File: src/rtl/mau_pkg.sv
// Package for the modular arithmetic unit: operation codes, payload structs and
// controller/datapath command and status types. No dependencies.
`default_nettype none
package mau_pkg;
   localparam int unsigned OperandABits = 64;
   localparam int unsigned FieldBits = 31;
   localparam logic [FieldBits-1:0] ModulusReset = 31'd1000000007;

   typedef enum logic [3:0] {
      OP_REDUCE  = 4'd0,
      OP_ADD     = 4'd1,
      OP_SUB     = 4'd2,
      OP_MUL     = 4'd3,
      OP_DIV     = 4'd4,
      OP_POW     = 4'd5,
      OP_NEG     = 4'd6,
      OP_INVERSE = 4'd7,
      OP_EQUAL   = 4'd8
   } op_type;

   typedef struct packed {
      logic [3:0]              kind;
      logic [OperandABits-1:0] operand_a;
      logic [FieldBits-1:0]    operand_b;
   } req_type;

   typedef struct packed {
      logic [FieldBits-1:0] result;
      logic                 equal;
   } rsp_type;

   // Commands from the controller to the datapath.
   typedef struct packed {
      logic load;       // capture request, start reduction of a and b
      logic red_step;   // one restoring-division step of the reduction
      logic simple;     // form the result of a one-step operation
      logic pow_init;   // set up the exponentiation loop
      logic mul_start;  // start a modular multiply
      logic mul_step;   // one step of the modular multiply
      logic mul_done;   // write back the multiply result
      logic exp_shift;  // drop the consumed exponent bit
      logic final_mul;  // set up the final multiply for multiply and divide
      logic res_acc;    // take the accumulator as the result
      logic res_mul;    // take the final product as the result
   } cmd_type;

   typedef struct packed {
      logic       red_last;
      logic       mul_last;
      logic       exp_zero;
      logic       exp_bit;
      logic       sq;
      logic [3:0] kind;
   } sts_type;
endpackage
`default_nettype wire

File: src/rtl/modular_arithmetic_unit_core.sv
// Top level of the modular arithmetic unit: modulus register, controller and
// datapath. Uses mau_pkg, mau_control, mau_datapath and mau_result.
//
// The request channel (req_valid, req_ready, req_data) carries an operation
// kind and two operands; the response channel (rsp_valid, rsp_ready, rsp_data)
// returns one reduced result per request. The modulus is written through
// csr_write_enable and csr_write_data and must only change while idle.
// One item is worked on at a time. Both operands are reduced by a restoring
// divider. Simple operations pass through the reduction, dispatch and done
// states before rsp_valid rises, and req_ready rises in the same cycle.
// Multiply adds one bit-serial modular multiply.
// Power, divide and inverse run square-and-multiply: each exponent bit costs
// a square, preceded by a multiply into the accumulator when the bit is set,
// and divide adds a final multiply. The shared bit-serial multiplier does all.
// A finished result waits in an output register while the receiver stalls;
// the next request may be taken and worked on meanwhile, but its result waits
// inside and no further request is taken until the register is free.
// Reset (synchronous) empties the output and sets the modulus to 1000000007.
`default_nettype none
module modular_arithmetic_unit_core
   import mau_pkg::*;
#(
   parameter int unsigned MODULUS_BITS = 31
) (
   input  wire logic                    clock,
   input  wire logic                    reset,
   input  wire logic                    req_valid,
   output logic                         req_ready,
   input  wire req_type                 req_data,
   output logic                         rsp_valid,
   input  wire logic                    rsp_ready,
   output rsp_type                      rsp_data,
   input  wire logic                    csr_write_enable,
   input  wire logic [FieldBits-1:0]    csr_write_data
);
   logic [MODULUS_BITS-1:0] modulus_ff;
   cmd_type cmd;
   sts_type sts;
   logic    acc_write;
   rsp_type dp_rsp;

   always_ff @(posedge clock) begin
      if (reset) modulus_ff <= ModulusReset[MODULUS_BITS-1:0];
      else if (csr_write_enable) modulus_ff <= csr_write_data[MODULUS_BITS-1:0];
   end

   mau_control u_control (
      .clock, .reset, .req_valid, .req_ready, .rsp_valid, .rsp_ready,
      .sts, .cmd, .acc_write
   );

   mau_datapath #(.MODULUS_BITS(MODULUS_BITS)) u_datapath (
      .clock, .modulus(modulus_ff), .req(req_data), .cmd, .sts, .rsp_data(dp_rsp)
   );

   mau_result u_result (
      .clock, .load(acc_write), .dp_rsp, .rsp_data
   );
endmodule
`default_nettype wire

File: src/rtl/mau_datapath.sv
// Datapath of the modular arithmetic unit: operand reduction, one-step operations
// and a bit-serial modular multiplier for multiply and exponentiation. Uses mau_pkg.
`default_nettype none
module mau_datapath
   import mau_pkg::*;
#(
   parameter int unsigned MODULUS_BITS = 31
) (
   input  wire logic                    clock,
   input  wire logic [MODULUS_BITS-1:0] modulus,
   input  wire req_type                 req,
   input  wire cmd_type                 cmd,
   output sts_type                      sts,
   output rsp_type                      rsp_data
);
   localparam int unsigned MB = MODULUS_BITS;
   localparam int unsigned CW = $clog2(OperandABits + 1);

   logic [MB-1:0]           m_eff;
   logic [OperandABits-1:0] quot_ff, quot_in;
   logic [MB-1:0]           rema_ff, rema_in, remb_ff, remb_in;
   logic [FieldBits-1:0]    braw_ff, braw_in;
   logic [3:0]              kind_ff, kind_in;
   logic [CW-1:0]           cnt_ff, cnt_in;
   logic [MB-1:0]           acc_ff, acc_in, base_ff, base_in;
   logic [FieldBits-1:0]    exp_ff, exp_in;
   logic [MB-1:0]           mx_ff, mx_in, my_ff, my_in, mp_ff, mp_in;
   logic                    sq_ff, sq_in;
   logic [5:0]              mcnt_ff, mcnt_in;
   rsp_type                 rsp_ff, rsp_in;
   logic [MB:0]             ra_sh, rb_sh, sum, dbl, pa, inc;
   logic [MB-1:0]           ra_nx, rb_nx, dbl_r, pa_r;
   logic                    ra_bit, rb_bit;

   assign m_eff = (modulus == '0) ? MB'(1) : modulus;

   always_comb begin
      ra_bit = quot_ff[~cnt_ff[5:0]];
      rb_bit = (cnt_ff >= CW'(OperandABits - FieldBits)) ? braw_ff[~cnt_ff[4:0]] : 1'b0;
      ra_sh = {rema_ff, ra_bit};
      rb_sh = {remb_ff, rb_bit};
      ra_nx = (ra_sh >= {1'b0, m_eff}) ? MB'(ra_sh - {1'b0, m_eff}) : ra_sh[MB-1:0];
      rb_nx = (rb_sh >= {1'b0, m_eff}) ? MB'(rb_sh - {1'b0, m_eff}) : rb_sh[MB-1:0];
      // Double-and-add modular multiply, one multiplier bit per step.
      dbl = {mp_ff, 1'b0};
      dbl_r = (dbl >= {1'b0, m_eff}) ? MB'(dbl - {1'b0, m_eff}) : dbl[MB-1:0];
      pa = {1'b0, dbl_r} + {1'b0, mx_ff};
      pa_r = (pa >= {1'b0, m_eff}) ? MB'(pa - {1'b0, m_eff}) : pa[MB-1:0];
      sum = {1'b0, rema_ff} + {1'b0, remb_ff};
      inc = {1'b0, rema_ff} + {1'b0, m_eff} - {1'b0, remb_ff};
   end

   always_comb begin
      quot_in = quot_ff; rema_in = rema_ff; remb_in = remb_ff; braw_in = braw_ff;
      kind_in = kind_ff; cnt_in = cnt_ff; acc_in = acc_ff; base_in = base_ff;
      exp_in = exp_ff; mx_in = mx_ff; my_in = my_ff; mp_in = mp_ff; sq_in = sq_ff;
      mcnt_in = mcnt_ff; rsp_in = rsp_ff;
      if (cmd.load) begin
         quot_in = req.operand_a; braw_in = req.operand_b; kind_in = req.kind;
         rema_in = '0; remb_in = '0; cnt_in = '0;
      end
      if (cmd.red_step) begin
         rema_in = ra_nx; remb_in = rb_nx; cnt_in = cnt_ff + CW'(1);
      end
      if (cmd.simple) begin
         rsp_in = '0;
         case (op_type'(kind_ff))
            OP_REDUCE: rsp_in.result = FieldBits'(rema_ff);
            OP_ADD:    rsp_in.result = FieldBits'((sum >= {1'b0, m_eff})
                                        ? MB'(sum - {1'b0, m_eff}) : sum[MB-1:0]);
            OP_SUB:    rsp_in.result = FieldBits'((inc >= {1'b0, m_eff})
                                        ? MB'(inc - {1'b0, m_eff}) : inc[MB-1:0]);
            OP_NEG:    rsp_in.result = FieldBits'((rema_ff == '0) ? MB'(0)
                                        : MB'(m_eff - rema_ff));
            OP_EQUAL:  rsp_in.equal = (rema_ff == remb_ff);
            default:   rsp_in = '0;
         endcase
      end
      if (cmd.pow_init) begin
         acc_in = (m_eff == MB'(1)) ? '0 : MB'(1);
         case (op_type'(kind_ff))
            OP_POW:     begin base_in = rema_ff; exp_in = braw_ff; end
            OP_DIV:     begin base_in = remb_ff;
                        exp_in = (m_eff < MB'(2) || remb_ff == '0) ? '0
                               : FieldBits'(m_eff - MB'(2)); end
            OP_INVERSE: begin base_in = rema_ff;
                        exp_in = (m_eff < MB'(2) || rema_ff == '0) ? '0
                               : FieldBits'(m_eff - MB'(2)); end
            default:    begin base_in = rema_ff; exp_in = '0; end
         endcase
         if (op_type'(kind_ff) == OP_DIV && (remb_ff == '0 || m_eff < MB'(2)))
            acc_in = '0;
         if (op_type'(kind_ff) == OP_INVERSE && (rema_ff == '0 || m_eff < MB'(2)))
            acc_in = '0;
      end
      if (cmd.mul_start) begin
         // sq selects squaring of the base, otherwise acc times base.
         sq_in = ~exp_ff[0];
         mx_in = exp_ff[0] ? acc_ff : base_ff;
         my_in = base_ff;
         mp_in = '0; mcnt_in = '0;
      end
      if (cmd.final_mul) begin
         sq_in = 1'b0; mx_in = rema_ff;
         my_in = (op_type'(kind_ff) == OP_MUL) ? remb_ff : acc_ff;
         mp_in = '0; mcnt_in = '0;
      end
      if (cmd.mul_step) begin
         mp_in = my_ff[MB-1] ? pa_r : dbl_r;
         my_in = {my_ff[MB-2:0], 1'b0};
         mcnt_in = mcnt_ff + 6'd1;
      end
      if (cmd.mul_done) begin
         if (sq_ff) base_in = mp_ff;
         else begin
            acc_in = mp_ff;
            // After acc update the square for this bit follows.
            mx_in = base_ff; my_in = base_ff; mp_in = '0; mcnt_in = '0; sq_in = 1'b1;
         end
      end
      if (cmd.exp_shift) exp_in = exp_ff >> 1;
      if (cmd.res_acc) rsp_in = '{result: FieldBits'(acc_ff), equal: 1'b0};
      if (cmd.res_mul) rsp_in = '{result: FieldBits'(mp_ff), equal: 1'b0};
   end

   always_ff @(posedge clock) begin
      quot_ff <= quot_in; rema_ff <= rema_in; remb_ff <= remb_in; braw_ff <= braw_in;
      kind_ff <= kind_in; cnt_ff <= cnt_in; acc_ff <= acc_in; base_ff <= base_in;
      exp_ff <= exp_in; mx_ff <= mx_in; my_ff <= my_in; mp_ff <= mp_in; sq_ff <= sq_in;
      mcnt_ff <= mcnt_in; rsp_ff <= rsp_in;
   end

   assign sts = '{red_last: (cnt_ff == CW'(OperandABits - 1)),
                  mul_last: (mcnt_ff == 6'(MB - 1)),
                  exp_zero: (exp_ff == '0),
                  exp_bit:  exp_ff[0],
                  sq:       sq_ff,
                  kind:     kind_ff};
   assign rsp_data = rsp_ff;
endmodule
`default_nettype wire

File: src/rtl/mau_control.sv
// Controller of the modular arithmetic unit: sequences reduction, the
// square-and-multiply loop and the output handshake. Uses mau_pkg.
`default_nettype none
module mau_control
   import mau_pkg::*;
(
   input  wire logic    clock,
   input  wire logic    reset,
   input  wire logic    req_valid,
   output logic         req_ready,
   output logic         rsp_valid,
   input  wire logic    rsp_ready,
   input  wire sts_type sts,
   output cmd_type      cmd,
   output logic         acc_write
);
   typedef enum logic [6:0] {
      ST_IDLE  = 7'b0000001,
      ST_RED   = 7'b0000010,
      ST_DISP  = 7'b0000100,
      ST_BIT   = 7'b0001000,
      ST_MUL   = 7'b0010000,
      ST_WB    = 7'b0100000,
      ST_DONE  = 7'b1000000
   } state_type;

   state_type state_ff, state_in;
   logic      valid_ff, valid_in, fin_ff, fin_in;

   always_comb begin
      state_in = state_ff; valid_in = valid_ff; fin_in = fin_ff;
      cmd = '0; acc_write = 1'b0;
      if (valid_ff && rsp_ready) valid_in = 1'b0;
      req_ready = (state_ff == ST_IDLE);
      case (state_ff)
         ST_IDLE: if (req_valid) begin cmd.load = 1'b1; state_in = ST_RED; end
         ST_RED: begin
            cmd.red_step = 1'b1;
            if (sts.red_last) state_in = ST_DISP;
         end
         ST_DISP: begin
            if (sts.kind == 4'(OP_MUL)) begin
               cmd.final_mul = 1'b1; fin_in = 1'b1; state_in = ST_MUL;
            end else if (sts.kind == 4'(OP_POW) || sts.kind == 4'(OP_DIV)
                         || sts.kind == 4'(OP_INVERSE)) begin
               cmd.pow_init = 1'b1; fin_in = 1'b0; state_in = ST_BIT;
            end else begin
               cmd.simple = 1'b1; state_in = ST_DONE;
            end
         end
         ST_BIT: begin
            if (sts.exp_zero) begin
               if (sts.kind == 4'(OP_DIV) && !fin_ff) begin
                  cmd.final_mul = 1'b1; fin_in = 1'b1; state_in = ST_MUL;
               end else begin
                  cmd.res_acc = 1'b1; state_in = ST_DONE;
               end
            end else begin
               cmd.mul_start = 1'b1; state_in = ST_MUL;
            end
         end
         ST_MUL: begin
            cmd.mul_step = 1'b1;
            if (sts.mul_last) state_in = ST_WB;
         end
         ST_WB: begin
            if (fin_ff) begin
               cmd.res_mul = 1'b1; state_in = ST_DONE;
            end else begin
               cmd.mul_done = 1'b1;
               state_in = ST_MUL;
               if (sts.sq) begin
                  state_in = ST_BIT; cmd.exp_shift = 1'b1;
               end
            end
         end
         ST_DONE: if (!valid_ff || rsp_ready) begin
            valid_in = 1'b1; acc_write = 1'b1; state_in = ST_IDLE;
         end
         default: state_in = ST_IDLE;
      endcase
   end

   always_ff @(posedge clock) begin
      if (reset) begin
         state_ff <= ST_IDLE; valid_ff <= 1'b0; fin_ff <= 1'b0;
      end else begin
         state_ff <= state_in; valid_ff <= valid_in; fin_ff <= fin_in;
      end
   end

   assign rsp_valid = valid_ff;
endmodule
`default_nettype wire

File: src/rtl/mau_result.sv
// Output register of the modular arithmetic unit: holds the delivered result.
// Uses mau_pkg.
`default_nettype none
module mau_result
   import mau_pkg::*;
(
   input  wire logic    clock,
   input  wire logic    load,
   input  wire rsp_type dp_rsp,
   output rsp_type      rsp_data
);
   rsp_type hold_ff;
   always_ff @(posedge clock) begin
      if (load) hold_ff <= dp_rsp;
   end
   assign rsp_data = hold_ff;
endmodule
`default_nettype wire

File: config.mk
export PLATFORM = sky130hd
export DESIGN_NAME = modular_arithmetic_unit_core
export DESIGN_NICKNAME = d
export VERILOG_FILES = /design/src/rtl/mau_pkg.sv /design/src/rtl/modular_arithmetic_unit_core.sv /design/src/rtl/mau_datapath.sv /design/src/rtl/mau_control.sv /design/src/rtl/mau_result.sv
export SDC_FILE = /design/constraint.sdc
export NUM_CORES = 2
export LEC_CHECK = 0
export BUFFER_PORTS_ARGS = -buffer_cell sky130_fd_sc_hd__buf_2
export CORE_ASPECT_RATIO = 1.4
export CORE_MARGIN = 2
export CORE_UTILIZATION = 50
export CTS_CLUSTER_DIAMETER = 120
export DETAILED_ROUTE_END_ITERATION = 7
export GPL_ROUTABILITY_DRIVEN = 0
export PLACE_DENSITY = 0.69
export SLEW_MARGIN = 20
export SYNTH_ARGS = -nofsm -noshare
export SYNTH_HDL_FRONTEND = slang
export SYNTH_HIERARCHICAL = 1
export SYNTH_SLANG_ARGS = --single-unit
export TNS_END_PERCENT = 50
File: constraint.sdc
create_clock -name clock -period 10.6 [get_ports clock]
set_clock_uncertainty 0.2 [all_clocks]
set_input_delay 2.12 -clock clock [delete_from_list [all_inputs] [get_ports clock]]
set_output_delay 2.12 -clock clock [all_outputs]
set_load 0.05 [all_outputs]
# == After elaboration in Yosys (flattened, before gate mapping) ==
# Index checks and enable logic that the tools add are counted.
# op_classes
addsub,14
multipliers,0
div_mod_pow,0
order_cmp,10
eq_ne,26
n_shift,0
n_mux,106
bitwise_logic,3
reduce_logical,23
# op_table
cell,n
31-bit two-way mux,39
31-bit subtractor,7
32-bit by 31-bit greater-or-equal comparator with 1-bit output,6
31-bit zero test,4
31-bit case mux with 4 select lines,1
31-bit by 31-bit adder with 32-bit output,3
32-bit two-way mux,3
31-bit case mux with 3 select lines,1
7-bit two-way mux,11
30-bit two-way mux,2
7-bit case mux with 7 select lines,1
1-bit two-way mux,33
32-bit by 31-bit subtractor with 32-bit output,1
"31-bit by 1-bit == test with 1-bit output, second input constant",1
31-bit == test,1
"31-bit by 2-bit < comparator with 1-bit output, second input constant",1
"31-bit by 2-bit subtractor with 31-bit output, second input constant",1
6-bit two-way mux,5
"4-bit by 3-bit == test with 1-bit output, second input constant",4
"7-bit by 6-bit == test with 1-bit output, second input constant",2
2-bit two-way mux,5
"4-bit by 2-bit == test with 1-bit output, second input constant",2
"2-bit != test, second input constant",4
4-bit AND reduction,2
other kinds (30),42
# word_totals
reg_bits,465
latch_bits,0
mem_bits_rw,0
romBits,0
in_bits,135
out_inout_bits,34
wordCells,205
memories,0

# == Longest topological paths before layout ==
# depth
word_depth,11
ltp_mapped,41
mapped_depth_nobuf,39

# == By module ==
# Netlist, hierarchy kept.
# modules_own_cells
mod,instances,cells_per_inst,area_per_inst_um2,seq_area_each_um2
mau_datapath,1,4427,36841.6,10159.7
modular_arithmetic_unit_core,1,101,1142.3,620.6
mau_result,1,32,960.9,960.9
mau_control,1,92,714.4,180.2

# == Least setup slack after synthesis ==
# Ideal clock, no wire load.
# synth_timing
kind,register to register
from,register modulus_ff[3]
to,register u_datapath.mp_ff[1]
setup_ps,91
t_arrival_ps,8389
t_required_ps,10309
setup_slack_ps,1920
stages_incl_launch_ff,40
n_path_buf,3
synth_period_minus_slack_ps,8680
path_cell_list,dfxtp_1 > or4_4 > or4_4 > and4b_2 > and2_1 > nor2_1 > inv_1 > fa_1 > nor2b_1 > o211ai_1 > and3_1 > nor2_1 > o2111ai_1 > nand3_1 > inv_1 > buf_1 > nor2_1 > ha_1 > [4 not listed] > o31ai_1 > a31oi_1 > o21ai_0 > o211ai_1 > a21oi_1 > xnor2_1 > ha_1 > and3_1 > o211a_1 > o22a_1 > a22o_1 > o31ai_1 > a31oi_1 > a311oi_2 > buf_2 > buf_2 > o211ai_1 > a311oi_1
# synth_via
elab_chain_len,11
# synth_lines
item,line_no,text
start: declaration,modular_arithmetic_unit_core.sv:36,logic [MODULUS_BITS-1:0] modulus_ff;
start signal: assignment,modular_arithmetic_unit_core.sv:43,if (reset) modulus_ff <= ModulusReset[MODULUS_BITS-1:0];
start signal: assignment,modular_arithmetic_unit_core.sv:44,else if (csr_write_enable) modulus_ff <= csr_write_data[MODULUS_BITS-1:0];
31-bit zero test,mau_datapath.sv:35,assign m_eff = (modulus == '0) ? MB'(1) : modulus;
31-bit two-way mux (*),mau_datapath.sv:35,
31-bit subtractor / 32-bit by 31-bit greater-or-equal comparator with 1-bit output (equally long branches),mau_datapath.sv:46,"dbl_r = (dbl >= {1'b0, m_eff}) ? MB'(dbl - {1'b0, m_eff}) : dbl[MB-1:0];"
31-bit two-way mux,mau_datapath.sv:46,
31-bit by 31-bit adder with 32-bit output,mau_datapath.sv:47,"pa = {1'b0, dbl_r} + {1'b0, mx_ff};"
31-bit subtractor / 32-bit by 31-bit greater-or-equal comparator with 1-bit output (equally long branches),mau_datapath.sv:48,"pa_r = (pa >= {1'b0, m_eff}) ? MB'(pa - {1'b0, m_eff}) : pa[MB-1:0];"
31-bit two-way mux,mau_datapath.sv:48,
31-bit two-way mux (*),mau_datapath.sv:109,mp_in = my_ff[MB-1] ? pa_r : dbl_r;
31-bit two-way mux (*),mau_datapath.sv:108,if (cmd.mul_step) begin
31-bit two-way mux,mau_datapath.sv:114,if (sq_ff) base_in = mp_ff;
31-bit two-way mux (*),mau_datapath.sv:113,if (cmd.mul_done) begin
via u_datapath.mp_in[1],mau_datapath.sv:27,"logic [MB-1:0] mx_ff, mx_in, my_ff, my_in, mp_ff, mp_in;"
end signal: assignment,mau_datapath.sv:129,exp_ff <= exp_in; mx_ff <= mx_in; my_ff <= my_in; mp_ff <= mp_in; sq_ff <= sq_in;
end: declaration,mau_datapath.sv:27,
# The timed path passes the listed nets; every way through them passes the cells marked *.
# A chain may end at the register's enable or synchronous reset.

# == Worst setup path in the final report ==
# layout_timing
from,register modulus_ff[15]
to,register u_datapath.mp_ff[21]
# Same word-level chain as after synthesis.

==> reports/qor.csv <==
metric;value;unit
run status;finished clean;
crit path from;modulus_ff[15];
clock-pin slew on the worst setup and hold paths;0.06;ns
FP Rows;122;
core box area;78800;um2
headroom to the max-slew limit;0.198;
clk_lat worst skew;0.62;ns
CP max stage delay;0.61;ns
slowest cell on the critical path;or4_1;
Setup TNS Final;0;ns
CP max FO;59;
kind of end point of the critical path;flop;
clock sink total;465;
Net Count, Synth;5140;
DRC Markers;0;
vias in the first global route;35600;
overall die area;81600;um2
synthesized area per cell;8.53;um2
unrepaired setup endpoints after global routing;false;
postcts setup bufs;0;
critical path class;reg -> reg;
WL met2;64100;um
crit share post-route;0.939;
Min Clock Period, post-route;9.96;ns
Fmax;0.100;GHz
WL final;140000;um
area grow syn2layout;9.01;%
post-synth design cell area;39700;um2
YS warnings;6;
1st-iter DRT viols;3640;
vias;37300;
drt pass-1 iters;7;
final hold viol count;0;
PwrDens;189;nW/um2
Avg WL per Cell;24.1;um
Hold Crit Start;u_datapath/rsp_data[3];
worst min path class;reg -> reg;
Peak supply drop;177;uV
die height;337;um
first-pass GRT wire length;208000;um
Least-Margin Pin Slew;1.20;ns
Antenna Nets Post-Route;0;
htree depth;2;
max cap viols;0;
Root Buffer;clkbuf_16;
Most common cell on crit path;nor2_1;
highest routed layer;met4;
Horiz. Die Dim;242;um
Slew Viols, Final;0;
CTS buffer count;46;
Critical Path AT;10.25;ns
Leak Pwr;18.3;nW
Met3 Routed Length;12100;um
worst r2r src;modulus_ff[15];
Avg Vias per Cell;6.42;
Worst Path Required;10.90;ns
Post-Syn Instances;4651;
largest net degree at the start of global routing;197;
fin nets;5208;
DP Wirelength;108000;um
met1 WL;50800;um
gr usage total;0.331;
hold_ws;0.220;ns
Buffers on Ports;168;
initial antenna violation count;0;
share of layout cells above drive strength 1;0.0948;
io pins;169;
initial core utilization;0.503;
Clock Tree Buf Depth;3;
CP Launch Type;flop;
global route overflow;0;
CTS tree;built;
final setup violation count;0;
registers in the layout, indices dropped and copies added (netlist names):
name and flops:
u_datapath/quot_ff 64, u_datapath/rsp_data 32, u_result/rsp_data 32, modulus_ff 31
u_datapath/acc_ff 31, u_datapath/base_ff 31, u_datapath/braw_ff 31, u_datapath/exp_ff 31
u_datapath/mp_ff 31, u_datapath/mx_ff 31, u_datapath/my_ff 31, u_datapath/rema_ff 31
u_datapath/remb_ff 31, u_control/state_ff 7, u_datapath/cnt_ff 7, u_datapath/mcnt_ff 6
u_datapath/kind_ff 4, u_control/fin_ff 1, u_control/rsp_valid 1, u_datapath/sq_ff 1
final cells by class:
class | count | area (um2)
multi-input combinational | 3678 | 25900
antenna | 1 | 2.50
inverter | 262 | 983
timing repair buffer | 266 | 1610
clock buffer | 65 | 1340
clock inverter | 21 | 175
fill | 7305 | 35500
sequential | 465 | 11900
tap | 1054 | 1320
cells in the final DEF, fill, tap and decap left out, types with 26 or more instances in the layout:
master / n
nor3_1: 66
and2_1: 26
fa_1: 40
o211ai_1: 72
mux4_2: 28
o22a_1: 34
nor2_1: 387
nor2b_1: 91
a211oi_1: 109
ha_1: 314
o31ai_1: 50
clkbuf_16: 50
a21o_1: 122
nand3_1: 60
buf_2: 168
edfxtp_1: 261
xnor2_1: 185
dfxtp_1: 204
nand4_1: 42
nor4_1: 52
a21oi_1: 394
mux2i_1: 121
inv_1: 259
xor2_1: 110
o21a_1: 48
a211o_1: 26
a221o_1: 54
nand2_1: 412
o21ai_0: 340
a22o_1: 33
a31oi_1: 46
nand2b_1: 51
and3_1: 32
buf_4: 95
o21bai_1: 36
power breakdown:
group          switching [mW]  total (mW)  leakage, nW  internal [mW]
sequential              0.191        2.23         4.31           2.04
clock                   0.751        1.68        0.729          0.934
combinational            2.55        4.27         13.3           1.72
total                    3.49        8.18         18.3           4.69
path summary, 6_finish.rpt:
path | end | slack [ns] | cells after the start
worst max-delay path | u_datapath/mp_ff[21] | 0.64 | 37
worst min-delay path | u_result/rsp_data[3] | 0.22 | 0
worst max register to register | u_datapath/mp_ff[21] | 0.64 | 37
worst min register to register | u_result/rsp_data[3] | 0.22 | 0
per-stage QoR:
stage / std cells / instance area [um2] / power, mW / util / setup slack, ns
2_1_floorplan: 4651 / 39700 / 5.31 / - / 1.92
3_3_place_gp: 5725 / 41700 / 6.30 / 0.529 / 0.822
3_5_place_dp: 5725 / 41700 / 6.35 / 0.529 / 0.514
4_1_cts: 5811 / 43200 / 8.05 / 0.549 / 0.485
5_1_grt: 5811 / 43200 / 8.59 / 0.549 / 0.161
6_report: 5812 / 43200 / 8.18 / 0.549 / 0.642
repair_timing:
| action | in CTS | in global routing |
|---|---|---|
| endpoints found under the setup margin | 0 | 14 |
| hold buffers | 0 | 0 |
| resized for setup | 0 | 3 |
critical path: cells and delay by family (launching register included):
family / cells / cell delay [ns]
XOR/XNOR: 1 / 0.18
AND/OR/NAND/NOR: 14 / 3.26
flip-flops: 1 / 0.38
buffers and inverters: 3 / 0.70
adder cells (fa/ha/maj): 3 / 0.89
AO/OA/AOI/OAI: 15 / 3.96
multiplexers: 1 / 0.24
layer usage:
metal  vias up  GRT usage
met5         -          0
met4         0      0.278
met3       524     0.0536
met2      1847      0.551
met1     17600      0.375
li1      17400          -
No activity file was read; power rests on OpenSTA's default activity.
